### src/button_press_classifier_top_assert.svh
// Assertion macros shared by the button press classifier RTL.
`ifndef BUTTON_PRESS_CLASSIFIER_TOP_ASSERT_SVH
`define BUTTON_PRESS_CLASSIFIER_TOP_ASSERT_SVH

// Check on the rising clock edge, skipped while reset is asserted.
`define BPC_ASSERT(lbl, prop, msg) \
  lbl: assert property (@(posedge clk_i) disable iff (!rst_ni) (prop)) else $error(msg);

// Check on the rising clock edge, reset cycles included.
`define BPC_ASSERT_ALWAYS(lbl, prop, msg) \
  lbl: assert property (@(posedge clk_i) (prop)) else $error(msg);

`endif

### src/bpc_pkg.sv
// Types, constants and codes of the button press classifier.
`default_nettype none
package bpc_pkg;

  localparam int unsigned COUNT_BITS = 16;
  localparam int unsigned CmpW       = (COUNT_BITS > 16) ? COUNT_BITS : 16;

  localparam int unsigned LimitW  = 16;
  localparam int unsigned CfgAddrW = 8;

  localparam logic [7:0] STATUS_NONE  = 8'h00;
  localparam logic [7:0] STATUS_LONG  = 8'h0A;
  localparam logic [7:0] STATUS_SHORT = 8'h0B;

  localparam logic [LimitW-1:0] HOLD_RESET     = LimitW'(2000);
  localparam logic [LimitW-1:0] DEBOUNCE_RESET = LimitW'(2);
  localparam logic [LimitW-1:0] SHORT_RESET    = LimitW'(2000);
  localparam logic [LimitW-1:0] ROLLOVER_RESET = LimitW'(30000);

  typedef enum logic [2:0] {
    OP_TICK    = 3'd0,
    OP_CHECK   = 3'd1,
    OP_PRESS   = 3'd2,
    OP_RELEASE = 3'd3,
    OP_HOST    = 3'd4
  } opcode_e;

  typedef enum logic [CfgAddrW-1:0] {
    REG_HOLD        = 8'd0,
    REG_DEBOUNCE    = 8'd1,
    REG_SHORT_CLEAR = 8'd2,
    REG_ROLLOVER    = 8'd3
  } reg_idx_e;

  typedef struct packed {
    logic [LimitW-1:0] hold_limit_ms;
    logic [LimitW-1:0] debounce_limit_ms;
    logic [LimitW-1:0] short_clear_ms;
    logic [LimitW-1:0] rollover_ms;
  } cfg_t;

  typedef struct packed {
    logic       status_changed;
    logic       button_down;
    logic [15:0] elapsed_ms;
    logic [7:0]  status_value;
  } res_t;

endpackage
`default_nettype wire

### src/bpc_core.sv
// Press state, elapsed counter and per-event update of the classifier.
`default_nettype none
module bpc_core (
  input  wire logic          clk_i,
  input  wire logic          rst_ni,
  input  wire logic          step_i,
  input  wire logic [2:0]    opcode_i,
  input  wire logic [7:0]    host_value_i,
  input  bpc_pkg::cfg_t      cfg_i,
  output bpc_pkg::res_t      res_o
);
  import bpc_pkg::*;

  localparam logic [COUNT_BITS-1:0] CountMax = {COUNT_BITS{1'b1}};

  logic [COUNT_BITS-1:0] cnt_q, cnt_d;
  logic                  run_q, run_d;
  logic                  held_q, held_d;
  logic                  long_q, long_d;
  logic [7:0]            stat_q, stat_d;
  logic                  chg;
  logic [CmpW-1:0]       d_ext;
  logic [CmpW-1:0]       hold_ext, deb_ext, clr_ext, roll_ext;

  assign d_ext    = CmpW'(cnt_q);
  assign hold_ext = CmpW'(cfg_i.hold_limit_ms);
  assign deb_ext  = CmpW'(cfg_i.debounce_limit_ms);
  assign clr_ext  = CmpW'(cfg_i.short_clear_ms);
  assign roll_ext = CmpW'(cfg_i.rollover_ms);

  always_comb begin
    cnt_d  = cnt_q;
    run_d  = run_q;
    held_d = held_q;
    long_d = long_q;
    stat_d = stat_q;
    chg    = 1'b0;
    if (step_i) begin
      unique case (opcode_i)
        OP_TICK: begin
          if (run_q && (cnt_q != CountMax)) cnt_d = cnt_q + COUNT_BITS'(1);
        end
        OP_CHECK: begin
          if ((d_ext >= hold_ext) && held_q && !long_q) begin
            stat_d = STATUS_LONG;
            long_d = 1'b1;
            chg    = 1'b1;
          end else if ((d_ext >= clr_ext) && (stat_q == STATUS_SHORT)) begin
            cnt_d  = '0;
            stat_d = STATUS_NONE;
            long_d = 1'b0;
            chg    = 1'b1;
          end
          // rollover looks at the count before this event
          if (d_ext >= roll_ext) cnt_d = '0;
        end
        OP_PRESS: begin
          cnt_d  = '0;
          run_d  = 1'b1;
          held_d = 1'b1;
        end
        OP_RELEASE: begin
          held_d = 1'b0;
          if ((stat_q == STATUS_LONG) || long_q) begin
            stat_d = STATUS_NONE;
            long_d = 1'b0;
            cnt_d  = '0;
            chg    = 1'b1;
          end else if ((d_ext < hold_ext) && (d_ext > deb_ext)) begin
            stat_d = STATUS_SHORT;
            long_d = 1'b0;
            chg    = 1'b1;
          end
        end
        OP_HOST: begin
          stat_d = host_value_i;
          chg    = 1'b1;
        end
        default: begin
          // unused codes leave the state alone
        end
      endcase
    end
  end

  always_ff @(posedge clk_i or negedge rst_ni) begin
    if (!rst_ni) begin
      cnt_q  <= '0;
      run_q  <= 1'b0;
      held_q <= 1'b0;
      long_q <= 1'b0;
      stat_q <= STATUS_NONE;
    end else begin
      cnt_q  <= cnt_d;
      run_q  <= run_d;
      held_q <= held_d;
      long_q <= long_d;
      stat_q <= stat_d;
    end
  end

  logic [CmpW-1:0] cnt_d_ext;
  assign cnt_d_ext = CmpW'(cnt_d);

  assign res_o.status_value   = stat_d;
  assign res_o.elapsed_ms     = cnt_d_ext[15:0];
  assign res_o.button_down    = held_d;
  assign res_o.status_changed = chg;

`include "button_press_classifier_top_assert.svh"

  `BPC_ASSERT(a_long_needs_held, long_q |-> held_q, "long flag set without a held button")
  `BPC_ASSERT_ALWAYS(a_stopped_count_zero, !run_q |-> (cnt_q == '0),
                     "counter moved while stopped")
  `BPC_ASSERT(a_idle_holds_state, !step_i |=> ($stable(cnt_q) && $stable(stat_q)),
              "state changed without an event")

endmodule
`default_nettype wire

### src/button_press_classifier_top.sv
// Top level of the button press classifier: stream ports, config registers, result register.
//
//  channel  | direction | handshake                        | contents
//  s_axis   | in        | s_axis_tvalid_i / s_axis_tready_o | event word: opcode, host_value
//  m_axis   | out       | m_axis_tvalid_o / m_axis_tready_i | result word: status, elapsed, flags
//  cfg      | in        | cfg_valid_i / cfg_ready_o         | register index and 16-bit value
//
// The state update and the result register load happen on the accepting edge, so one
// word per clock is sustained while no result waits with m_axis_tready_i low.
// The result register frees up in the same cycle it is taken, so input stalls only
// while a result waits with m_axis_tready_i low.
// Reset (rst_ni low, asynchronous) clears state, limits to defaults, output empty.
`default_nettype none
module button_press_classifier_top (
  input  wire logic        clk_i,
  input  wire logic        rst_ni,
  input  wire logic        s_axis_tvalid_i,
  output      logic        s_axis_tready_o,
  input  wire logic [15:0] s_axis_tdata_i,   // [2:0] opcode, [10:3] host_value, rest zero
  output      logic        m_axis_tvalid_o,
  input  wire logic        m_axis_tready_i,
  output      logic [31:0] m_axis_tdata_o,   // [7:0] status_value, [23:8] elapsed_ms,
                                             // [24] button_down, [25] status_changed
  input  wire logic        cfg_valid_i,
  output      logic        cfg_ready_o,
  input  wire logic [bpc_pkg::CfgAddrW-1:0] cfg_addr_i,
  input  wire logic [bpc_pkg::LimitW-1:0]   cfg_data_i
);
  import bpc_pkg::*;

  cfg_t cfg_q;
  res_t res_d, res_q;
  logic out_vld_q;
  logic in_acc;

  assign cfg_ready_o     = 1'b1;
  assign s_axis_tready_o = !out_vld_q || m_axis_tready_i;
  assign in_acc          = s_axis_tvalid_i && s_axis_tready_o;

  always_ff @(posedge clk_i or negedge rst_ni) begin
    if (!rst_ni) begin
      cfg_q.hold_limit_ms     <= HOLD_RESET;
      cfg_q.debounce_limit_ms <= DEBOUNCE_RESET;
      cfg_q.short_clear_ms    <= SHORT_RESET;
      cfg_q.rollover_ms       <= ROLLOVER_RESET;
    end else if (cfg_valid_i) begin
      unique case (cfg_addr_i)
        REG_HOLD:        cfg_q.hold_limit_ms     <= cfg_data_i;
        REG_DEBOUNCE:    cfg_q.debounce_limit_ms <= cfg_data_i;
        REG_SHORT_CLEAR: cfg_q.short_clear_ms    <= cfg_data_i;
        REG_ROLLOVER:    cfg_q.rollover_ms       <= cfg_data_i;
        default: begin
          // drop writes beyond the register list
        end
      endcase
    end
  end

  bpc_core u_core (
    .clk_i        (clk_i),
    .rst_ni       (rst_ni),
    .step_i       (in_acc),
    .opcode_i     (s_axis_tdata_i[2:0]),
    .host_value_i (s_axis_tdata_i[10:3]),
    .cfg_i        (cfg_q),
    .res_o        (res_d)
  );

  always_ff @(posedge clk_i or negedge rst_ni) begin
    if (!rst_ni) begin
      out_vld_q <= 1'b0;
    end else if (in_acc) begin
      out_vld_q <= 1'b1;
    end else if (m_axis_tready_i) begin
      out_vld_q <= 1'b0;
    end
  end

  // payload: load on accept, hold otherwise
  always_ff @(posedge clk_i) begin
    if (in_acc) res_q <= res_d;
  end

  assign m_axis_tvalid_o = out_vld_q;
  assign m_axis_tdata_o  = {6'd0, res_q};

`include "button_press_classifier_top_assert.svh"

  `BPC_ASSERT(a_accept_gives_word, in_acc |=> m_axis_tvalid_o,
              "accepted event produced no result word")
  `BPC_ASSERT(a_no_accept_when_full, (m_axis_tvalid_o && !m_axis_tready_i) |-> !s_axis_tready_o,
              "input taken while result word still waits")
  `BPC_ASSERT(a_result_matches_load, in_acc |=> (m_axis_tdata_o[25:0] == $past(res_d)),
              "result register does not hold the updated state")

endmodule
`default_nettype wire

### config.mk
export PLATFORM = sky130hd
export DESIGN_NAME = button_press_classifier_top
export DESIGN_NICKNAME = d
export VERILOG_FILES = /design/src/bpc_pkg.sv /design/src/bpc_core.sv /design/src/button_press_classifier_top.sv
export VERILOG_INCLUDE_DIRS = /design/src /design/src/src
export SDC_FILE = /design/constraint.sdc
export NUM_CORES = 1
export LEC_CHECK = 0
export ABC_AREA = 1
export BUFFER_PORTS_ARGS = -buffer_cell sky130_fd_sc_hd__buf_2
export CAP_MARGIN = 20
export CORE_ASPECT_RATIO = 0.8
export CORE_MARGIN = 5
export CORE_UTILIZATION = 45
export CTS_CLUSTER_DIAMETER = 80
export DETAILED_ROUTE_END_ITERATION = 8
export MAX_ROUTING_LAYER = met4
export SYNTH_ARGS = -nofsm -noshare
export SYNTH_HDL_FRONTEND = slang
export SYNTH_SLANG_ARGS = --single-unit
export TNS_END_PERCENT = 10
### constraint.sdc
create_clock -name clk_i -period 6.7 [get_ports clk_i]
set_input_delay 1.34 -clock clk_i [delete_from_list [all_inputs] [get_ports clk_i]]
set_output_delay 1.34 -clock clk_i [all_outputs]
set_load 0.02 [all_outputs]
==> results.py <==
metrics = {
    "status": {
        "status": "finished, final reports clean",
    },
    "critical_path": {
        "crit_path_cell_trace": "buf_2 > inv_1 > nand2_1 > buf_2",
        "critPathArrivalTime_ps": 1700,
        "end_kind": "output pin",
        "crit_type": "input pin to output pin",
        "cp_slowest_stage_delay_ps": 160,
        "required_ps": 5360,
        "worst-path-buf-inv": 3,
        "path_common_cell": "buf_2",
        "slowest_stage": "buf_2",
        "cp_max_fo": 3,
        "cp-start-kind": "input pin",
        "critPathTopFamily": "buffers and inverters",
    },
    "sta": {
        "maxSlewHeadroom": 0.326,
        "fin_skew_ps": 9.50,
        "slew_violations": 0,
        "post-route-min-period_ps": 3040,
        "tns_ps": 0,
        "fmax_ghz": 0.329,
        "period_share": 0.454,
        "tightest_slew_ps": 1010,
        "rsz0062_at_grt": "false",
        "setup_viol": 0,
        "hold_violations": 0,
    },
    "clock_tree": {
        "cts_root_buf": "clkbuf_16",
        "cts_resized": 0,
        "clk_pin_slew_ps": 50,
        "htreeDepth": 4,
        "cts_tree": "yes",
        "cts_buffers": 17,
        "clk_latency_ps": 420,
        "postCtsSetupRepairBufs": 0,
        "clockBufferDepth": 2,
        "cts_num_sinks": 118,
        "cts_hold_buffers": 0,
    },
    "grt": {
        "grt_pass1_vias": 5602,
        "grt.total_usage": 0.196,
        "grt_pass1_wl_um": 28500,
        "grt_busiest_layer": "met2",
        "grt_overflow": 0,
        "grt_start_max_net_pins": 73,
        "grt_util_met2": 0.292,
        "grt_util_met1": 0.276,
        "met3_usage": 0.0340,
        "antenna_found_initial": 0,
    },
    "logic_synthesis": {
        "yosysSeqAreaShare": 0.425,
        "ys_async_sr_fraction": 0.780,
        "ys_ff_latch": 118,
        "netlist_instances": 906,
        "synth_common_cells": "nand2_1 (235), inv_1 (159), dfrtp_1 (72)",
        "synth_warnings": 0,
        "ys.flop_type": "dfrtp_1",
        "synth_largest_area_cell": "dfrtp_1",
        "syn-cell-area_mm2": 0.00731,
        "yosys-top-cells-area": "dfrtp_1 (25%), nand2_1 (12%), ha_1 (11%)",
        "synth.most_common_cell": "nand2_1",
        "avgSynthCellArea_um2": 8.07,
        "synth_top_area_frac": 0.246,
        "synth_edf_count": 26,
        "yosysUniqueCellTypes": 40,
    },
    "routing": {
        "ant_nets": 0,
        "vias": 5817,
        "drt_iter0_markers": 369,
        "drc": 0,
        "wl_per_cell_um": 14.1,
        "avgViaCountPerCell": 4.86,
        "drtPass1Iterations": 7,
        "drt-total-wl_um": 16800,
    },
    "die": {
        "chipHeight_um": 124,
        "core_mm2": 0.0159,
        "start_util": 0.461,
        "rows": 41,
        "io_pins": 80,
        "die_x_um": 152,
        "die-area_mm2": 0.0189,
    },
    "cells_and_area": {
        "area_delta_synth_final_pct": 14.8,
        "layout-drive-gt1-share": 0.162,
        "diodes": 0,
        "finalNonFillerCells": 1196,
        "final_nets": 1078,
    },
    "pwr": {
        "total_power_mw": 2.44,
        "power_leakage_nw": 4.02,
        "power.density_mw_per_mm2": 291,
        "ir_drop_v": 0.000193,
    },
    "flow_run": {
        "drv_cap": 0,
    },
    "place": {
        "io_buffers": 67,
        "place.gp.congestion": 0.861,
        "dp_cells": 1163,
        "detailed_place_hpwl_um": 12100,
    },
    "hold_path": {
        "hold_class": "register to register",
    },
}
-- where the power goes --
part	switching (mW)	internal [mW]
clock	0.327	0.676
combinational	0.331	0.195
sequential	0.0941	0.819
-- sequential cells by signal, indices dropped and copies added, names as in the netlist --
signal and flops:
m_axis_tvalid_o 1, u_core.run_q 1, u_core.held_q 1, u_core.stat_q 8
cfg_q 64, m_axis_tdata_o 26, u_core.cnt_q 16, u_core.long_q 1
-- layer usage --
metal,routed length (µm),share of wire
met1,8670,0.51
met2,7180,0.43
met3,784,0.047
met4,200,0.012
met5,0,0
-- worst register-to-register path, stage by stage, from the launching register on --
cell and delay (ps):
dfrtp_1 540, ha_1 390, nand2_1 70, nor4_1 720, nand2_1 110, nand2_1 90
nand3_1 200, nand2_1 160, nand3_1 230, nand2_1 130, nand2_1 90
-- cell type report --
cell class / count / area, µm²
timing repair buffer: 72 / 383
clock buffer: 22 / 464
sequential: 118 / 3110
tap: 215 / 269
fill: 1564 / 7460
clock inverter: 10 / 176
inverter: 161 / 607
multi-input combinational: 598 / 3380
-- stage by stage --
step	instance area, µm²	utilization	setup WS, ps	hold WS [ps]
after detailed placement	7730	0.488	3280	467
final	8390	0.529	3660	479
after global placement	7730	0.488	3340	462
after CTS	8370	0.528	3660	481
after floorplan	7330	-	3820	451
after global routing	8390	0.529	3580	495
-- cell usage in the layout, fill, tap and decap left out, drive strengths merged --
master and instances:
or4 1, a21oi 52, nor3b 1, o21ai 82, inv 161, nand4 23, clkbuf 22, a21o 2
nor2 49, o21a 3, o211ai 6, clkinv 5, nand2 238, ha 65, xor2 7, buf 72
dfrtp 72, conb 7, edfxtp 26, nand3 37, or2 4, nor4 5, nor3 11, nand3b 1
o21bai 4, bufinv 5, dfstp 20
-- final timing paths --
path / startpoint / to / slack [ps] / cells after the start
min in group asynchronous: rst_ni / u_core.cnt_q[6]$_DFF_PN0_ / 810 / 1
max in group asynchronous: rst_ni / cfg_q[48]$_DFFE_PN0P_ / 4660 / 2
max: m_axis_tready_i / s_axis_tready_o / 3660 / 4
min reg2reg: cfg_q[13]$_DFFE_PN1P_ / cfg_q[13]$_DFFE_PN1P_ / 480 / 2
max reg2reg: u_core.cnt_q[11]$_DFF_PN0_ / m_axis_tdata_o[6]$_DFFE_PP_ / 3710 / 10
min: cfg_q[13]$_DFFE_PN1P_ / cfg_q[13]$_DFFE_PN1P_ / 480 / 2
-- cells by family (layout without fill, tap and decap cells) --
family / count (synthesis) / after routing / share of synthesized area
and+or+nand+nor: 370 / 370 / 0.221
AOI/OAI and AO/OA: 149 / 149 / 0.118
adders and majority gates: 65 / 65 / 0.111
DFF: 118 / 118 / 0.425
buffers and inverters: 195 / 265 / 0.115
other: 2 / 7 / 0.00103
xor gates and xnor gates: 7 / 7 / 0.00839
Note: power is estimated with default switching activity, not from simulation.
